**config.mk**
```make
export PLATFORM = sky130hd
export DESIGN_NAME = uart_frame_deframer_xor_flat
export DESIGN_NICKNAME = d
export VERILOG_FILES = /design/src/hdl/ufd_pkg.sv /design/src/hdl/ufd_if.sv /design/src/hdl/ufd_datapath.sv /design/src/hdl/ufd_controller.sv /design/src/hdl/uart_frame_deframer_xor.sv /design/src/flat_wrapper.sv
export SDC_FILE = /design/constraint.sdc
export NUM_CORES = 1
export LEC_CHECK = 0
export ABC_CLOCK_PERIOD_IN_PS = 6800
export BUFFER_PORTS_ARGS = -buffer_cell sky130_fd_sc_hd__buf_2
export CAP_MARGIN = 15
export CORE_MARGIN = 3
export CORE_UTILIZATION = 50
export DETAILED_ROUTE_END_ITERATION = 12
export MAX_ROUTING_LAYER = met4
export PLACE_DENSITY = 0.71
export SYNTH_ARGS = -nofsm -noshare
export SYNTH_HDL_FRONTEND = slang
export SYNTH_HIERARCHICAL = 1
export SYNTH_SLANG_ARGS = --single-unit
```
**constraint.sdc**
```tcl
create_clock -name clock -period 6.8 [get_ports clock]
set_clock_uncertainty 0.1 [all_clocks]
set_input_delay 1.36 -clock clock [delete_from_list [all_inputs] [get_ports clock]]
set_output_delay 1.36 -clock clock [all_outputs]
set_load 0.02 [all_outputs]
```
**src/hdl/ufd_pkg.sv**
```systemverilog
// shared constants and control/status types for the uart frame deframer
package ufd_pkg;

   localparam logic [7:0] HDR0          = 8'h5A;
   localparam logic [7:0] HDR1          = 8'hA5;
   localparam logic [7:0] MAX_RUN_BYTES = 8'd128;
   localparam logic [7:0] CHUNK_BYTES   = 8'd8;
   localparam int         VALUE_OFFSET  = 6;

   // datapath to controller
   typedef struct packed {
      logic full;       // store already holds a whole buffer
      logic cnt_is1;    // incoming byte is the second header byte
      logic cnt_is3;    // incoming byte is the low length byte
      logic hdr_ok;     // both header bytes match
      logic len_short;  // declared length below three
      logic frame_end;  // incoming byte is the checksum byte
      logic sum_ok;     // checksum byte matches running xor
      logic run_last;   // current chunk is the last of the run
   } status_type;

   // controller to datapath
   typedef struct packed {
      logic store;       // take the incoming byte
      logic clear;       // drop the frame in progress
      logic load_len;    // latch the 16-bit length
      logic start_run;   // set up the output run
      logic read_row;    // fetch one chunk row from the store
      logic next_chunk;  // advance to the next chunk
   } command_type;

endpackage

```
**src/hdl/ufd_if.sv**
```systemverilog
// handshake channels for received bytes and frame results
interface ufd_req_if;
   logic       valid;
   logic       ready;
   logic [7:0] rx_byte;

   modport source (output valid, output rx_byte, input ready);
   modport sink   (input valid, input rx_byte, output ready);
endinterface

interface ufd_rsp_if;
   logic        valid;
   logic        ready;
   logic [7:0]  command_code;
   logic [7:0]  value_length;
   logic [63:0] chunk_data;
   logic [3:0]  chunk_bytes;
   logic        last;

   modport source (output valid, output command_code, output value_length,
                   output chunk_data, output chunk_bytes, output last, input ready);
   modport sink   (input valid, input command_code, input value_length,
                   input chunk_data, input chunk_bytes, input last, output ready);
endinterface

```
**src/hdl/ufd_datapath.sv**
```systemverilog
// byte counter, running xor, frame fields, chunk store and result payload
module ufd_datapath #(
   parameter int BUFFER_BYTES = 128
) (
   input  logic                 clock,
   input  logic                 reset,
   input  logic [7:0]           rx_byte,
   input  ufd_pkg::command_type cmd,
   output ufd_pkg::status_type  status,
   output logic [7:0]           command_code,
   output logic [7:0]           value_length,
   output logic [63:0]          chunk_data,
   output logic [3:0]           chunk_bytes,
   output logic                 last
);

   localparam int CW   = $clog2(BUFFER_BYTES + 1);
   localparam int ROWS = (BUFFER_BYTES - ufd_pkg::VALUE_OFFSET + 7) / 8;
   localparam int RW   = (ROWS > 1) ? $clog2(ROWS) : 1;

   logic [CW-1:0] count_ff, count_in;
   logic [7:0]    xor_ff, xor_in;
   logic [7:0]    hdr0_ff, len_hi_ff, cmd_ff, vlen_ff;
   logic [15:0]   len_ff;
   logic [7:0]    rem_ff;
   logic [RW-1:0] row_ff;
   logic [63:0]   rdata_ff;
   logic [63:0]   mem_ff [ROWS];

   logic [CW-1:0] widx;
   logic [RW-1:0] wrow;
   logic [2:0]    wlane;
   logic          wen;
   logic [15:0]   len_new;
   logic [15:0]   lm3;
   logic [7:0]    nv;
   logic [7:0]    n_run;
   logic [3:0]    m;

   assign widx    = count_ff - CW'(ufd_pkg::VALUE_OFFSET);
   assign wrow    = RW'(widx >> 3);
   assign wlane   = widx[2:0];
   assign wen     = cmd.store && (count_ff >= CW'(ufd_pkg::VALUE_OFFSET));
   assign len_new = {len_hi_ff, rx_byte};

   // value byte count of the run: min(length - 3, declared, 128)
   assign lm3   = len_ff - 16'd3;
   assign nv    = (lm3 < {8'd0, vlen_ff}) ? lm3[7:0] : vlen_ff;
   assign n_run = (nv > ufd_pkg::MAX_RUN_BYTES) ? ufd_pkg::MAX_RUN_BYTES : nv;

   always_comb begin
      status.full      = (count_ff == CW'(BUFFER_BYTES));
      status.cnt_is1   = (count_ff == CW'(1));
      status.cnt_is3   = (count_ff == CW'(3));
      status.hdr_ok    = (hdr0_ff == ufd_pkg::HDR0) && (rx_byte == ufd_pkg::HDR1);
      status.len_short = (len_new < 16'd3);
      status.frame_end = (17'(count_ff) == (17'(len_ff) + 17'd3));
      status.sum_ok    = (xor_ff == rx_byte);
      status.run_last  = (rem_ff <= ufd_pkg::CHUNK_BYTES);
   end

   always_comb begin
      count_in = count_ff;
      xor_in   = xor_ff;
      if (cmd.clear) begin
         count_in = '0;
         xor_in   = 8'd0;
      end else if (cmd.store) begin
         count_in = count_ff + CW'(1);
         xor_in   = xor_ff ^ rx_byte;
      end
   end

   always_ff @(posedge clock) begin
      if (reset) begin
         count_ff <= '0;
         xor_ff   <= 8'd0;
      end else begin
         count_ff <= count_in;
         xor_ff   <= xor_in;
      end
   end

   // frame fields by byte position
   always_ff @(posedge clock) begin
      if (cmd.store) begin
         if (count_ff == CW'(0)) hdr0_ff   <= rx_byte;
         if (count_ff == CW'(2)) len_hi_ff <= rx_byte;
         if (count_ff == CW'(4)) cmd_ff    <= rx_byte;
         if (count_ff == CW'(5)) vlen_ff   <= rx_byte;
      end
      if (cmd.load_len) begin
         len_ff <= len_new;
      end
   end

   // run bookkeeping
   always_ff @(posedge clock) begin
      if (cmd.start_run) begin
         rem_ff <= n_run;
         row_ff <= '0;
      end else if (cmd.next_chunk) begin
         rem_ff <= rem_ff - ufd_pkg::CHUNK_BYTES;
         row_ff <= row_ff + RW'(1);
      end
   end

   // chunk store, value bytes laid out eight to a row
   always_ff @(posedge clock) begin
      if (wen) begin
         mem_ff[wrow][8*wlane +: 8] <= rx_byte;
      end
      if (cmd.read_row) begin
         rdata_ff <= mem_ff[row_ff];
      end
   end

   assign m = (rem_ff > ufd_pkg::CHUNK_BYTES) ? 4'd8 : rem_ff[3:0];

   always_comb begin
      for (int i = 0; i < 8; i++) begin
         chunk_data[8*i +: 8] = (4'(i) < m) ? rdata_ff[8*i +: 8] : 8'd0;
      end
   end

   assign command_code = cmd_ff;
   assign value_length = vlen_ff;
   assign chunk_bytes  = m;
   assign last         = status.run_last;

endmodule

```
**src/hdl/ufd_controller.sv**
```systemverilog
// parse and run sequencing state machine
module ufd_controller (
   input  logic                 clock,
   input  logic                 reset,
   input  logic                 req_valid,
   output logic                 req_ready,
   output logic                 rsp_valid,
   input  logic                 rsp_ready,
   input  ufd_pkg::status_type  status,
   output ufd_pkg::command_type cmd
);

   localparam logic [2:0] ST_HDR  = 3'd0;
   localparam logic [2:0] ST_LEN  = 3'd1;
   localparam logic [2:0] ST_DATA = 3'd2;
   localparam logic [2:0] ST_READ = 3'd3;
   localparam logic [2:0] ST_SEND = 3'd4;

   logic [2:0] state_ff, state_in;
   logic       acc;

   assign acc = req_valid && req_ready;

   always_comb begin
      state_in  = state_ff;
      cmd       = '0;
      req_ready = 1'b0;
      rsp_valid = 1'b0;
      unique case (state_ff) inside
         ST_HDR, ST_LEN, ST_DATA: begin
            req_ready = 1'b1;
            if (acc) begin
               if (status.full) begin
                  cmd.clear = 1'b1;
                  state_in  = ST_HDR;
               end else begin
                  cmd.store = 1'b1;
                  if (state_ff == ST_HDR) begin
                     if (status.cnt_is1) begin
                        if (status.hdr_ok) state_in = ST_LEN;
                        else cmd.clear = 1'b1;
                     end
                  end else if (state_ff == ST_LEN) begin
                     if (status.cnt_is3) begin
                        cmd.load_len = 1'b1;
                        if (status.len_short) begin
                           cmd.clear = 1'b1;
                           state_in  = ST_HDR;
                        end else begin
                           state_in = ST_DATA;
                        end
                     end
                  end else if (status.frame_end) begin
                     cmd.clear = 1'b1;
                     if (status.sum_ok) begin
                        cmd.start_run = 1'b1;
                        state_in      = ST_READ;
                     end else begin
                        state_in = ST_HDR;
                     end
                  end
               end
            end
         end
         ST_READ: begin
            cmd.read_row = 1'b1;
            state_in     = ST_SEND;
         end
         ST_SEND: begin
            rsp_valid = 1'b1;
            if (rsp_ready) begin
               if (status.run_last) begin
                  state_in = ST_HDR;
               end else begin
                  cmd.next_chunk = 1'b1;
                  state_in       = ST_READ;
               end
            end
         end
         default: begin
            state_in = ST_HDR;
         end
      endcase
   end

   always_ff @(posedge clock) begin
      if (reset) begin
         state_ff <= ST_HDR;
      end else begin
         state_ff <= state_in;
      end
   end

endmodule

```
**src/hdl/uart_frame_deframer_xor.sv**
```systemverilog
// top level: uart frame deframer with xor checksum
// parsing: one received item per cycle; the first result is valid after the checksum
//   item is taken and one store row is read (read state, then send state)
// results: each result is a store row read followed by a send state that waits for
//   ready, so output stalls hold the run; a frame's run holds 1 to 16 results
// reset: synchronous, active high; parser returns to header search, store is not cleared
module uart_frame_deframer_xor #(
   parameter int BUFFER_BYTES = 128
) (
   input logic     clock,
   input logic     reset,
   ufd_req_if.sink req_chan,
   ufd_rsp_if.source rsp_chan
);

   // command and status between the sequencer and the datapath
   ufd_pkg::command_type cmd;
   ufd_pkg::status_type  status;

   // sequencer: header, length and data phases, then the chunk run
   // input is held off (ready low) for the whole run
   ufd_controller u_ctrl (
      .clock     (clock),
      .reset     (reset),
      .req_valid (req_chan.valid),
      .req_ready (req_chan.ready),
      .rsp_valid (rsp_chan.valid),
      .rsp_ready (rsp_chan.ready),
      .status    (status),
      .cmd       (cmd)
   );

   // datapath: byte count, running xor, frame fields, value byte store
   // value bytes land in rows of eight so one read returns a whole chunk
   ufd_datapath #(
      .BUFFER_BYTES (BUFFER_BYTES)
   ) u_dp (
      .clock        (clock),
      .reset        (reset),
      .rx_byte      (req_chan.rx_byte),
      .cmd          (cmd),
      .status       (status),
      .command_code (rsp_chan.command_code),
      .value_length (rsp_chan.value_length),
      .chunk_data   (rsp_chan.chunk_data),
      .chunk_bytes  (rsp_chan.chunk_bytes),
      .last         (rsp_chan.last)
   );

   // no item is taken while a result is shown
   a_no_overlap: assert property (@(posedge clock) disable iff (reset)
      rsp_chan.valid |-> !req_chan.ready)
      else $error("input taken during result run");

   // parser resumes right after the last result of a run
   a_resume: assert property (@(posedge clock) disable iff (reset)
      (rsp_chan.valid && rsp_chan.ready && rsp_chan.last) |=> req_chan.ready)
      else $error("parser did not resume after run");

   // every result but the last carries a full chunk
   a_full_chunk: assert property (@(posedge clock) disable iff (reset)
      (rsp_chan.valid && !rsp_chan.last) |-> (rsp_chan.chunk_bytes == 4'd8))
      else $error("short chunk before end of run");

   // chunk byte count never exceeds eight
   a_chunk_range: assert property (@(posedge clock) disable iff (reset)
      rsp_chan.valid |-> (rsp_chan.chunk_bytes <= 4'd8))
      else $error("chunk byte count out of range");

endmodule

```
**src/flat_wrapper.sv**
```systemverilog
// flat-port wrapper written by rule: the top's interface ports become plain ports
module uart_frame_deframer_xor_flat 
#(
   parameter int BUFFER_BYTES = 128
)
  (clock, reset, req_chan_valid, req_chan_rx_byte, req_chan_ready, rsp_chan_valid, rsp_chan_command_code, rsp_chan_value_length, rsp_chan_chunk_data, rsp_chan_chunk_bytes, rsp_chan_last, rsp_chan_ready);
  ufd_req_if req_chan_i ();
  ufd_rsp_if rsp_chan_i ();
  input logic clock;
  input logic reset;
  input wire logic [$bits(req_chan_i.valid)-1:0] req_chan_valid;
  input wire logic [$bits(req_chan_i.rx_byte)-1:0] req_chan_rx_byte;
  output wire logic [$bits(req_chan_i.ready)-1:0] req_chan_ready;
  output wire logic [$bits(rsp_chan_i.valid)-1:0] rsp_chan_valid;
  output wire logic [$bits(rsp_chan_i.command_code)-1:0] rsp_chan_command_code;
  output wire logic [$bits(rsp_chan_i.value_length)-1:0] rsp_chan_value_length;
  output wire logic [$bits(rsp_chan_i.chunk_data)-1:0] rsp_chan_chunk_data;
  output wire logic [$bits(rsp_chan_i.chunk_bytes)-1:0] rsp_chan_chunk_bytes;
  output wire logic [$bits(rsp_chan_i.last)-1:0] rsp_chan_last;
  input wire logic [$bits(rsp_chan_i.ready)-1:0] rsp_chan_ready;
  assign req_chan_i.valid = req_chan_valid;
  assign req_chan_i.rx_byte = req_chan_rx_byte;
  assign req_chan_ready = req_chan_i.ready;
  assign rsp_chan_valid = rsp_chan_i.valid;
  assign rsp_chan_command_code = rsp_chan_i.command_code;
  assign rsp_chan_value_length = rsp_chan_i.value_length;
  assign rsp_chan_chunk_data = rsp_chan_i.chunk_data;
  assign rsp_chan_chunk_bytes = rsp_chan_i.chunk_bytes;
  assign rsp_chan_last = rsp_chan_i.last;
  assign rsp_chan_i.ready = rsp_chan_ready;
  uart_frame_deframer_xor #(.BUFFER_BYTES(BUFFER_BYTES)) u_core (.clock(clock), .reset(reset), .req_chan(req_chan_i), .rsp_chan(rsp_chan_i));
endmodule
```
==> metrics.txt <==
status=completed; initial antenna violation count=5; endpoints failing setup=0; Worst-Margin Slew=1.24 ns; P&R area growth vs syn=11.1%; drt total wl=99000 um; critical path class=flip-flop to primary output; Port Buffers=98; DIE WIDTH=310 um; I/O pin cnt=99; Req. time, crit path=between 5 and 6 ns; row count=110; post-CTS setup buffers=0; Synth Warn #=6; reg2reg setup slack=2.51 ns; DRT iter0 DRCs=between 2000 and 2500; CTS tree=built; RSZ-0062 raised after global routing=false; GRT Residual Overflow=0; # nets final=roughly 2400; worst setup margin=approximately 1.8 ns; CTS H-Tree Depth=3; Sink Count=1167; Mapped Cells=2242; first-pass GRT wire length=149000 um; Detail Route Antenna Nets=0; Distinct cells, synth=78; dominant synthesized flop cell=edfxtp_1; sequential area share after synthesis=75.2%; Tcrit/Tclk final=between 70% and 80%; fmax=about 200 MHz; overall routing resource usage=21.8%; GP Congestion=roughly 0.9; fin. max-slew vios=0; largest net degree at the start of global routing=161; crit path cell chain=nor3_1 -> nand2_1 -> nor2_1 -> nor2b_1 -> buf_2; Syn Nets=2274; Final Hold Fails=0; vias post-DR=22000; Critical Path AT=3.58 ns; Worst-path clk slew=0.06 ns; Post-synth EDFFs=1144; vias in the first global route=about 23000; die height=310 um; ys async rst share=0%; CP peak stage delay=0.89 ns; Finished Core Util=approximately 57%; CP Launch Type=flip-flop; clk buf depth=3; pwr dens=284 nW/um^2; worst skew pair latency=0.67 ns; Pre-antenna DRT Iters=5; Root Buffer=clkbuf_16; max cap viols=0; vias per cell=6.09; Synth top area share=between 70% and 80%; Core Area=around 91000 um^2; Top delay family on crit path=simple AND/OR/NAND/NOR gates; Worst Setup End Kind=primary output; LEAKAGE=16.3 nW; Setup TNS=0 ns; Post-CTS Resized=0; HP Class=flip-flop to flip-flop; DR WL/cell=27.4 um; hold buffers post-CTS=0; Synth Area per Inst=~21 um^2; Buf/Inv on CP=1; hpwl dp=63500 um; TritonCTS Buffers=111; synthesis-stage register bit count=1167; Peak VDD IR=0.000215 V; Setup Slack @ Placement=between 2 and 2.5 ns; ranking of synthesized cells by area=edfxtp_1 (74%), mux4_2 (16%), nor2_1 (1.6%); relative slew slack=17.1%; Die ar.=between 90000 and 100000 um^2; biggest area consumer among synthesized cells=edfxtp_1; layout cells sized above 1=25.0%; Syn Std Cell Area=46300 um^2; DRC Markers=0; initial core utilization=51.0%; slowest CP cell=nor2_1; fin crit period=between 5 and 6 ns; crit path max fanout=16
[cell families (layout without fill, tap and decap cells)]
| kind of cell | count (synthesis) | after routing | synth area share, % |
|---|---|---|---|
| xor+xnor | 51 | 51 | 0.965 |
| simple gates | 475 | 475 | 5.11 |
| other cells | 0 | 4 | 0 |
| flops | 1167 | 1167 | 75.2 |
| mux | 326 | 326 | 15.7 |
| buf+inv | 139 | 336 | 1.42 |
| compound gates | 64 | 64 | 1.05 |
| fa+ha+maj | 20 | 20 | 0.541 |
[where the power goes]
part           internal (mW)  switching [mW]
Sequential              7.94          0.0231
Clock                   3.51            2.50
Combinational          0.256           0.380
Total                   11.7            2.90
[per-layer routing]
layer,GRT usage [%],up-vias,wire (um)
li1,-,9342,-
met2,33.7,864,48300
met5,-,-,0
met4,8.71,0,3770
met3,3.72,187,7370
met1,29.3,11600,39600
[path summary, 6_finish.rpt]
path                                                 to  depth (start not counted)                startpoint
worst max register to register    u_core/u_dp/rem_ff[4]                         13     u_core/u_dp/len_ff[0]
worst max-delay path            rsp_chan_chunk_data[30]                          5     u_core/u_dp/rem_ff[5]
worst min register to register   u_core/u_dp/len_ff[13]                          0  u_core/u_dp/len_hi_ff[5]
worst min-delay path             u_core/u_dp/len_ff[13]                          0  u_core/u_dp/len_hi_ff[5]
[state kept, by name, indices dropped and copies added (netlist names)]
signal                    count
u_core/u_dp/mem_ff         1024
u_core/u_dp/rdata_ff         64
u_core/u_dp/len_ff           16
u_core/u_dp/command_code      8
u_core/u_dp/count_ff          8
u_core/u_dp/hdr0_ff           8
u_core/u_dp/len_hi_ff         8
u_core/u_dp/rem_ff            8
u_core/u_dp/value_length      8
u_core/u_dp/xor_ff            8
u_core/u_dp/row_ff            4
u_core/u_ctrl/state_ff        3
[cells in the mapped netlist, types with 3 or more instances]
library cell,instances
edfxtp_1,1144
mux4_2,320
nor2_1,203
and2_1,83
nand2_1,66
clkbuf_1,63
buf_2,31
xnor2_1,29
dfxtp_1,23
inv_1,23
nor2b_1,22
xor2_1,22
ha_1,20
nor3_1,17
a21oi_1,12
nand3_1,12
buf_4,9
nor4_1,9
nand4_1,8
nand3b_1,7
o21ai_0,6
o31ai_1,6
and2b_1,5
and3_1,5
buf_1,5
mux2i_1,5
buf_6,4
o22ai_1,4
a211oi_1,3
a31o_2,3
and4_1,3
clkbuf_8,3
nand4b_1,3
o21a_1,3
o32a_1,3
or4_4,3
[final cells by class]
cell class / instances / area, um^2
Clock buffer: 144 / 3010
Clock inverter: 58 / 557
Sequential cell: 1167 / 34800
Timing Repair Buffer: 111 / 627
Fill cell: 6625 / 39400
Inverter: 23 / 86.3
Tap cell: 1176 / 1470
Multi-Input combinational cell: 936 / 10800
Antenna cell: 4 / 10.0
[worst reg2reg max path, cell delays in order (launching register included)]
cell and delay (ns):
edfxtp_1 0.50, inv_1 0.13, ha_1 0.25, and3b_1 0.32, mux2i_1 0.20, a22oi_1 0.11, a2111oi_0 0.34, and4_1 0.34
and4_2 0.50, inv_1 0.16, or4_2 0.55, nor4_1 0.22, a21oi_1 0.17, o221ai_1 0.21
[metrics by stage]
| step | cells | instance area [um^2] | total power, mW | hold WS [ns] |
|---|---|---|---|---|
| after floorplan | 2242 | 46300 | 8.56 | 0.327 |
| after global placement | 3410 | 47800 | 8.73 | 0.336 |
| after detailed placement | 3410 | 47800 | 8.76 | 0.341 |
| after CTS | 3612 | 51400 | 14.7 | 0.353 |
| after global routing | 3618 | 51400 | 15.1 | 0.378 |
| final | 3619 | 51400 | 14.6 | 0.352 |
[placed cells by master (no fill, tap or decap), drive strengths merged, types with 4 or more instances in the layout]
cell and instances:
a21oi 12, and2 83, and2b 5, and3 6, and4 4, buf 110
bufinv 11, clkbuf 145, clkinv 43, dfxtp 23, diode 4, edfxtp 1144
ha 20, inv 25, mux2i 5, mux4 320, nand2 67, nand3 12
nand3b 7, nand4 8, nor2 203, nor2b 23, nor3 18, nor4 9
o21ai 7, o22ai 4, o31ai 6, or2 5, or4 6, xnor2 29
xor2 22
No activity file was read; power rests on OpenSTA's default activity.
